`src/hw/rtl/pbsa_pkg.sv`:
```
`timescale 1ns / 1ps
`default_nettype none

package pbsa_pkg;

    localparam int unsigned BAR_SLOTS = 6;
    localparam int unsigned SLOT_W    = 3;
    localparam int unsigned ADDR_W    = 64;
    localparam int unsigned WORD_W    = 32;
    localparam int unsigned CFG_IDX_W = 2;

    // Outcome codes
    localparam logic [2:0] OUT_IO_SKIP   = 3'd0;
    localparam logic [2:0] OUT_NO_WINDOW = 3'd1;
    localparam logic [2:0] OUT_WIDE_LAST = 3'd2;
    localparam logic [2:0] OUT_KEPT      = 3'd3;
    localparam logic [2:0] OUT_UNIMPL    = 3'd4;
    localparam logic [2:0] OUT_EXHAUSTED = 3'd5;
    localparam logic [2:0] OUT_ASSIGNED  = 3'd6;

    // Configuration register indexes
    localparam logic [CFG_IDX_W-1:0] REG_NARROW_BASE = 2'd0;
    localparam logic [CFG_IDX_W-1:0] REG_NARROW_SIZE = 2'd1;
    localparam logic [CFG_IDX_W-1:0] REG_WIDE_BASE   = 2'd2;
    localparam logic [CFG_IDX_W-1:0] REG_WIDE_SIZE   = 2'd3;

    localparam logic [1:0] BAR_TYPE_WIDE = 2'd2;

    typedef struct packed {
        logic              is_io;
        logic              wide;
        logic              wide_last;
        logic              placed;
        logic              mask_zero;
        logic [3:0]        flags;
        logic [ADDR_W-1:0] mask;
        logic [ADDR_W-1:0] size;
    } item_t;

    typedef struct packed {
        logic [2:0]        outcome;
        logic              write_enable;
        logic [WORD_W-1:0] new_low_word;
        logic [WORD_W-1:0] new_high_word;
        logic              consumes_next_slot;
        logic [ADDR_W-1:0] region_size;
    } result_t;

endpackage

`default_nettype wire

```
`src/hw/rtl/pbsa_decode.sv`:
```
`timescale 1ns / 1ps
`default_nettype none

module pbsa_decode (
    input  wire logic [pbsa_pkg::SLOT_W-1:0] slot_index,
    input  wire logic [pbsa_pkg::WORD_W-1:0] orig_low_word,
    input  wire logic [pbsa_pkg::WORD_W-1:0] orig_high_word,
    input  wire logic [pbsa_pkg::WORD_W-1:0] probe_low_word,
    input  wire logic [pbsa_pkg::WORD_W-1:0] probe_high_word,
    output pbsa_pkg::item_t                  item
);
    import pbsa_pkg::*;

    logic              wide;
    logic [ADDR_W-1:0] placed_bits;
    logic [ADDR_W-1:0] raw_mask;
    logic [ADDR_W-1:0] mask;

    assign wide = (orig_low_word[2:1] == BAR_TYPE_WIDE);

    always_comb
    begin
        placed_bits = {(wide ? orig_high_word : {WORD_W{1'b0}}),
                       orig_low_word[WORD_W-1:4], 4'b0000};
        raw_mask    = {(wide ? probe_high_word : {WORD_W{1'b0}}),
                       probe_low_word[WORD_W-1:4], 4'b0000};
        // 32-bit BARs decode as if all bits above 31 were ones
        mask        = wide ? raw_mask : {{WORD_W{1'b1}}, raw_mask[WORD_W-1:0]};

        item.is_io     = orig_low_word[0];
        item.wide      = wide;
        item.wide_last = wide && ({1'b0, slot_index} >= 4'(BAR_SLOTS - 1));
        item.placed    = (placed_bits != '0);
        item.mask_zero = (raw_mask == '0);
        item.flags     = orig_low_word[3:0];
        item.mask      = mask;
        item.size      = ~mask + 64'd1;
    end

endmodule

`default_nettype wire

```
`src/hw/rtl/pbsa_alloc.sv`:
```
`timescale 1ns / 1ps
`default_nettype none

module pbsa_alloc (
    input  wire logic                           clk,
    input  wire logic                           rst_n,
    input  wire logic                           cfg_write,
    input  wire logic [pbsa_pkg::CFG_IDX_W-1:0] cfg_index,
    input  wire logic [pbsa_pkg::ADDR_W-1:0]    cfg_data,
    input  wire pbsa_pkg::item_t                item,
    input  wire logic                           advance,
    output pbsa_pkg::result_t                   result
);
    import pbsa_pkg::*;

    logic [ADDR_W-1:0] narrow_base_reg, narrow_base_next;
    logic [ADDR_W-1:0] narrow_size_reg, narrow_size_next;
    logic [ADDR_W-1:0] wide_base_reg, wide_base_next;
    logic [ADDR_W-1:0] wide_size_reg, wide_size_next;
    logic [ADDR_W:0]   narrow_lim_reg, narrow_lim_next;
    logic [ADDR_W:0]   wide_lim_reg, wide_lim_next;
    logic [ADDR_W-1:0] narrow_free_reg, narrow_free_next;
    logic [ADDR_W-1:0] wide_free_reg, wide_free_next;

    logic [ADDR_W-1:0] sel_free;
    logic [ADDR_W-1:0] sel_wsize;
    logic [ADDR_W:0]   sel_lim;
    logic [ADDR_W:0]   bump;
    logic [ADDR_W-1:0] aligned;
    logic [ADDR_W:0]   region_end;
    logic              fits;
    logic              take;

    always_comb
    begin
        sel_free  = item.wide ? wide_free_reg : narrow_free_reg;
        sel_wsize = item.wide ? wide_size_reg : narrow_size_reg;
        sel_lim   = item.wide ? wide_lim_reg : narrow_lim_reg;
        // size - 1 equals ~mask whenever size is nonzero
        bump       = {1'b0, sel_free} + {1'b0, ~item.mask};
        aligned    = bump[ADDR_W-1:0] & item.mask;
        region_end = {1'b0, aligned} + {1'b0, item.size};
        fits = (sel_wsize != '0) && (item.size != '0) && !bump[ADDR_W]
            && (aligned != '0) && !region_end[ADDR_W]
            && (sel_lim[ADDR_W] || (region_end[ADDR_W-1:0] <= sel_lim[ADDR_W-1:0]));
    end

    always_comb
    begin
        result = '0;
        take   = 1'b0;
        if ((narrow_size_reg == '0) && (wide_size_reg == '0))
        begin
            result.outcome = OUT_NO_WINDOW;
        end
        else if (item.is_io)
        begin
            result.outcome = OUT_IO_SKIP;
        end
        else if (item.wide_last)
        begin
            result.outcome = OUT_WIDE_LAST;
        end
        else
        begin
            result.consumes_next_slot = item.wide;
            if (item.placed)
            begin
                result.outcome = OUT_KEPT;
            end
            else if (item.mask_zero)
            begin
                result.outcome      = OUT_UNIMPL;
                result.write_enable = 1'b1;
            end
            else
            begin
                result.write_enable = 1'b1;
                result.region_size  = item.size;
                if (fits)
                begin
                    take                 = 1'b1;
                    result.outcome       = OUT_ASSIGNED;
                    result.new_low_word  = aligned[WORD_W-1:0] | {28'd0, item.flags};
                    result.new_high_word = item.wide ? aligned[ADDR_W-1:WORD_W] : '0;
                end
                else
                begin
                    result.outcome = OUT_EXHAUSTED;
                end
            end
        end
    end

    always_comb
    begin
        narrow_base_next = narrow_base_reg;
        narrow_size_next = narrow_size_reg;
        wide_base_next   = wide_base_reg;
        wide_size_next   = wide_size_reg;
        narrow_lim_next  = narrow_lim_reg;
        wide_lim_next    = wide_lim_reg;
        narrow_free_next = narrow_free_reg;
        wide_free_next   = wide_free_reg;
        if (advance && take)
        begin
            if (item.wide)
                wide_free_next = region_end[ADDR_W-1:0];
            else
                narrow_free_next = region_end[ADDR_W-1:0];
        end
        if (cfg_write)
        begin
            case (cfg_index)
                REG_NARROW_BASE:
                begin
                    narrow_base_next = cfg_data;
                    narrow_free_next = cfg_data;
                    narrow_lim_next  = {1'b0, cfg_data} + {1'b0, narrow_size_reg};
                end
                REG_NARROW_SIZE:
                begin
                    narrow_size_next = cfg_data;
                    narrow_lim_next  = {1'b0, narrow_base_reg} + {1'b0, cfg_data};
                end
                REG_WIDE_BASE:
                begin
                    wide_base_next = cfg_data;
                    wide_free_next = cfg_data;
                    wide_lim_next  = {1'b0, cfg_data} + {1'b0, wide_size_reg};
                end
                REG_WIDE_SIZE:
                begin
                    wide_size_next = cfg_data;
                    wide_lim_next  = {1'b0, wide_base_reg} + {1'b0, cfg_data};
                end
                default:
                begin
                    narrow_base_next = narrow_base_reg;
                end
            endcase
        end
    end

    always_ff @(posedge clk or negedge rst_n)
    begin
        if (!rst_n)
        begin
            narrow_base_reg <= '0;
            narrow_size_reg <= '0;
            wide_base_reg   <= '0;
            wide_size_reg   <= '0;
            narrow_lim_reg  <= '0;
            wide_lim_reg    <= '0;
            narrow_free_reg <= '0;
            wide_free_reg   <= '0;
        end
        else
        begin
            narrow_base_reg <= narrow_base_next;
            narrow_size_reg <= narrow_size_next;
            wide_base_reg   <= wide_base_next;
            wide_size_reg   <= wide_size_next;
            narrow_lim_reg  <= narrow_lim_next;
            wide_lim_reg    <= wide_lim_next;
            narrow_free_reg <= narrow_free_next;
            wide_free_reg   <= wide_free_next;
        end
    end

endmodule

`default_nettype wire

```
`src/hw/rtl/pci_bar_size_and_allocate_top.sv`:
```
`timescale 1ns / 1ps
`default_nettype none

// BAR sizing and bump allocator.
// Input channel (in_valid/in_ready) carries one BAR word per transfer: slot
// index, the original low/high words and the all-ones probe read-back.
// Output channel (out_valid/out_ready) returns one result word per input word:
// outcome code, write enable, new BAR words, next-slot flag and region size.
// Configuration is a write-only port (cfg_write, cfg_index, cfg_data) holding
// the base and size of the 32-bit and 64-bit windows; writing a base also
// reloads that window's next-free pointer. Write it only while idle.
// An accepted word is loaded, decoded, into the input register; the allocation
// then moves to the result register once that register is free or drained.
// Throughput: one word per cycle while the receiver does not stall; the
// next-free pointer moves as each assigned word enters the result register.
// When the receiver stalls, the result register holds and the input register
// holds behind it; in_ready drops only when both are full.
// Reset clears the window registers, both pointers and all valid flags.

module pci_bar_size_and_allocate_top (
    input  wire logic                           clk,
    input  wire logic                           rst_n,
    input  wire logic                           cfg_write,
    input  wire logic [pbsa_pkg::CFG_IDX_W-1:0] cfg_index,
    input  wire logic [pbsa_pkg::ADDR_W-1:0]    cfg_data,
    input  wire logic                           in_valid,
    output logic                                in_ready,
    input  wire logic [pbsa_pkg::SLOT_W-1:0]    slot_index,
    input  wire logic [pbsa_pkg::WORD_W-1:0]    orig_low_word,
    input  wire logic [pbsa_pkg::WORD_W-1:0]    orig_high_word,
    input  wire logic [pbsa_pkg::WORD_W-1:0]    probe_low_word,
    input  wire logic [pbsa_pkg::WORD_W-1:0]    probe_high_word,
    output logic                                out_valid,
    input  wire logic                           out_ready,
    output logic [2:0]                          outcome,
    output logic                                write_enable,
    output logic [pbsa_pkg::WORD_W-1:0]         new_low_word,
    output logic [pbsa_pkg::WORD_W-1:0]         new_high_word,
    output logic                                consumes_next_slot,
    output logic [pbsa_pkg::ADDR_W-1:0]         region_size
);
    import pbsa_pkg::*;

    item_t   dec_item;
    item_t   item_reg;
    logic    item_valid_reg, item_valid_next;
    result_t alloc_result;
    result_t result_reg;
    logic    result_valid_reg, result_valid_next;
    logic    advance;
    logic    in_fire;

    pbsa_decode u_decode (
        .slot_index      (slot_index),
        .orig_low_word   (orig_low_word),
        .orig_high_word  (orig_high_word),
        .probe_low_word  (probe_low_word),
        .probe_high_word (probe_high_word),
        .item            (dec_item)
    );

    pbsa_alloc u_alloc (
        .clk       (clk),
        .rst_n     (rst_n),
        .cfg_write (cfg_write),
        .cfg_index (cfg_index),
        .cfg_data  (cfg_data),
        .item      (item_reg),
        .advance   (advance),
        .result    (alloc_result)
    );

    // Move the held word into the result register when that slot frees up
    assign advance  = item_valid_reg && (!result_valid_reg || out_ready);
    assign in_ready = !item_valid_reg || advance;
    assign in_fire  = in_valid && in_ready;

    always_comb
    begin
        item_valid_next   = in_fire || (item_valid_reg && !advance);
        result_valid_next = advance || (result_valid_reg && !out_ready);
    end

    always_ff @(posedge clk or negedge rst_n)
    begin
        if (!rst_n)
        begin
            item_valid_reg   <= 1'b0;
            result_valid_reg <= 1'b0;
        end
        else
        begin
            item_valid_reg   <= item_valid_next;
            result_valid_reg <= result_valid_next;
        end
    end

    always_ff @(posedge clk)
    begin
        if (in_fire)
            item_reg <= dec_item;
        if (advance)
            result_reg <= alloc_result;
    end

    assign out_valid          = result_valid_reg;
    assign outcome            = result_reg.outcome;
    assign write_enable       = result_reg.write_enable;
    assign new_low_word       = result_reg.new_low_word;
    assign new_high_word      = result_reg.new_high_word;
    assign consumes_next_slot = result_reg.consumes_next_slot;
    assign region_size        = result_reg.region_size;

    a_we_matches_outcome: assert property (@(posedge clk) disable iff (!rst_n)
        out_valid |-> (write_enable == ((outcome == OUT_UNIMPL)
            || (outcome == OUT_EXHAUSTED) || (outcome == OUT_ASSIGNED))))
        else $error("write enable disagrees with outcome");

    a_words_zero_unless_assigned: assert property (@(posedge clk) disable iff (!rst_n)
        (out_valid && (outcome != OUT_ASSIGNED)) |->
            ((new_low_word == '0) && (new_high_word == '0)))
        else $error("BAR words set without assignment");

    a_size_only_when_sized: assert property (@(posedge clk) disable iff (!rst_n)
        (out_valid && (region_size != '0)) |->
            ((outcome == OUT_EXHAUSTED) || (outcome == OUT_ASSIGNED)))
        else $error("region size reported for unsized outcome");

    a_ready_low_only_when_full: assert property (@(posedge clk) disable iff (!rst_n)
        !in_ready |-> (item_valid_reg && result_valid_reg && !out_ready))
        else $error("input stalled with free room");

endmodule

`default_nettype wire
```
`config.mk`:
```
export PLATFORM = sky130hd
export DESIGN_NAME = pci_bar_size_and_allocate_top
export DESIGN_NICKNAME = d
export VERILOG_FILES = /design/src/hw/rtl/pbsa_pkg.sv /design/src/hw/rtl/pbsa_decode.sv /design/src/hw/rtl/pbsa_alloc.sv /design/src/hw/rtl/pci_bar_size_and_allocate_top.sv
export SDC_FILE = /design/constraint.sdc
export NUM_CORES = 2
export LEC_CHECK = 0
export ABC_AREA = 1
export BUFFER_PORTS_ARGS = -buffer_cell sky130_fd_sc_hd__buf_2
export CAP_MARGIN = 10
export CORE_ASPECT_RATIO = 1.2
export CORE_MARGIN = 4
export CORE_UTILIZATION = 35
export CTS_CLUSTER_DIAMETER = 200
export DETAILED_ROUTE_END_ITERATION = 6
export PLACE_DENSITY = 0.53
export SLEW_MARGIN = 20
export SYNTH_ARGS = -nofsm -noshare
export SYNTH_HDL_FRONTEND = slang
export SYNTH_SLANG_ARGS = --single-unit
```
`constraint.sdc`:
```
create_clock -name clk -period 15.77 [get_ports clk]
set_clock_uncertainty 0.05 [all_clocks]
set_input_delay 3.154 -clock clk [delete_from_list [all_inputs] [get_ports clk]]
set_output_delay 3.154 -clock clk [all_outputs]
set_load 0.03 [all_outputs]
```
==> results.yml <==
clocking:
  ctsHoldBuffers: 0
  cts_setup_buffers: 0
  clk_pin_slew_ns: 0.06
  cts_made_buffers: 85
  tritoncts: "done"
  cts.sinks: 771
  cts_resized: 0
  cts_buffer_depth: 3
  htree_levels: 3
  clock_latency_ns: 0.72
  cts_root_buf: "clkbuf_16"
timing:
  relSlewSlack: 0.1692
  worstMarginPinSlew_ns: 1.235
  slew_viol_final: 0
  period_needed_ns: 11.49
  finalHoldViolations: 0
  max_freq_ghz: 0.08702
  rsz0062_at_grt: "no"
  hold_ws_ns: 0.4274
  setup_violations: 0
  setup-tns-final_ns: 0
  timing.final.crit_share: 0.7287
route:
  dr.pass1.iters: 6
  drt_iter0_markers: 3905
  vias_per_cell: 5.103
  routed_wl_um: 226800
  antenna_left: 0
  drcViolationCount: 0
  vias: 50396
  wl_per_cell_um: 22.96
placement:
  port_buffers: 328
  dp.cells: 9719
  globalplace.congestion: 0.9853
  placed_area_um2: 58000
  dpl.hpwl_um: 186000
synth:
  async_flop_share: 0.6693
  postSynthAreaPerCell_um2: 7.265
  ys_warn_count: 0
  ys_types: 67
  netlist_area_um2: 54370
  yosysTopAreaCellShare: 0.2375
  synth_ff_type: "dfrtp_1"
  ys_seq_area_frac: 0.3783
  synth_edf_count: 255
  synth-seq-cells: 771
  synth_top_cell_by_area: "dfrtp_1"
  synthCells: 7484
  ys_top_cells_by_area: "dfrtp_1 (24%), edfxtp_1 (14%), nand2_1 (12%), inv_1 (8.7%), ha_1 (7.2%)"
min_path:
  hp-class: "reg2reg"
  holdPathStages: 2
  worstHoldStart: "u_alloc.wide_lim_reg[43]"
  holdPathEnd: "u_alloc.wide_lim_reg[43]"
worst_setup_path:
  slowest_delay_ns: 0.85
  critPathSlowestCell: "buf_4"
  cp.required_ns: 16.30
  path_delay_family: "simple AND/OR/NAND/NOR gates"
  crit_top_cell: "nand2_1"
  r2r_start: "item_reg[135]"
  r2r_end: "u_alloc.wide_free_reg[59]"
  cp-startpoint: "item_reg[135]"
  cp_num_buf_inv: 9
  r2r_slack_ns: 4.28
  crit_fanout: 118
  cp-start-kind: "flop"
  path_class: "reg2reg"
  r2r_cells: 43
  end_kind: "flop"
  crit_arrival_ns: 12.02
cells_and_area:
  final_net_count: 8245
  area_growth_pct: 12.07
  layout_common_cells: "nand2_1 (1740), inv_1 (1265), o21ai_0 (696), nor2_1 (678), dfrtp_1 (516)"
  stdcell_count: 9876
  layout-drive-gt1-share: 0.08907
  final_common_cell: "nand2_1"
  final_area_um2: 60940
  largest_reg_flops: 127
power_and_ir_drop:
  p_leak_nw: 30.00
  power.density_nw_per_um2: 125.3
  peakVddDrop_mv: 0.08190
global_routing:
  grt_max_degree: 163
  grt_pass1_vias: 49593
  grt_pass1_wl_um: 326300
  grt-ovfl-total: 0
  antenna_found_initial: 4
  grt_util_all_layers: 0.2731
die:
  core_area_um2: 154400
  rows: 158
  die_x_um: 367.8
  io_pins: 337
  initial_core_util: 0.3522
  fp.dieArea_um2: 161800
  die_h_um: 439.8
job:
  max-cap-violations: 0
status:
  status: "completed"
## kinds of logic (layout without fill, tap and decap cells)
family | after synthesis | in the layout | share of synthesized area
simple gates | 3272 | 3272 | 0.2613
buf+inv | 1493 | 1797 | 0.1078
compound gates | 1405 | 1405 | 0.1419
flops | 771 | 771 | 0.3783
fa+ha+maj | 317 | 317 | 0.07336
xor+xnor | 181 | 181 | 0.02915
mux | 44 | 44 | 0.008100
other cells | 1 | 9 | 0.00006897
## worst max path at each step
stage | endpoint | slack, ns | depth (start not counted)
finish | u_alloc.wide_free_reg[59] | 4.28 | 43
floorplan | u_alloc.wide_free_reg[52] | 8.41 | 49
detailed placement | u_alloc.wide_free_reg[57] | 4.38 | 45
global route | u_alloc.wide_free_reg[41] | 3.59 | 47
CTS | u_alloc.wide_free_reg[59] | 4.36 | 45
global placement | u_alloc.wide_free_reg[56] | 4.46 | 43
## layer usage
layer	track usage	routed length, um	up-vias
met1	0.3600	101100	24045
met3	0.02455	8924	262
li1	-	-	24857
met4	0.09926	8567	4
met5	0	32	-
met2	0.4680	108100	1228
## power by group
group,internal [mW],leakage (nW),switching (mW)
clock,1.24,1.42,0.906
combinational,0.906,19.8,1.98
sequential,2.38,8.82,0.224
## synth_stat cells (86+ instances only)
| library cell | count |
|---|---|
| nor2_1 | 681 |
| xor2_1 | 110 |
| inv_1 | 1267 |
| nand3_1 | 397 |
| a31oi_1 | 87 |
| o21ai_0 | 696 |
| ha_1 | 314 |
| a21oi_1 | 380 |
| clkbuf_1 | 143 |
| o21bai_1 | 86 |
| edfxtp_1 | 255 |
| nand2_1 | 1747 |
| dfrtp_1 | 516 |
## area by class of cell
type                            instances  area (um^2)
Antenna cell                            4        10.01
Clock buffer                          110         2341
Clock inverter                         43        588.1
Fill cell                           16523        93460
Inverter                             1279         4818
Multi-Input combinational cell       5224        28040
Sequential cell                       771        20570
Tap cell                             2080         2603
Timing Repair Buffer                  365         1967
## worst reg2reg max path: cells and delay by family (launching register included)
family | cells | cell delay [ns]
simple gates | 23 | 4.78
buf+inv | 9 | 2.96
compound gates | 7 | 1.72
fa+ha+maj | 3 | 1.03
xor+xnor | 1 | 0.44
flops | 1 | 0.38
## per-stage QoR
step / power [mW] / utilization / setup WS, ns
final: 7.633 / 0.3947 / 4.278
after global routing: 8.128 / 0.3947 / 3.586
after CTS: 7.680 / 0.3946 / 4.363
after detailed placement: 5.502 / 0.3757 / 4.380
after global placement: 5.469 / 0.3757 / 4.462
after floorplan: 4.459 / - / 8.405
Note: power is estimated with default switching activity, not from simulation.
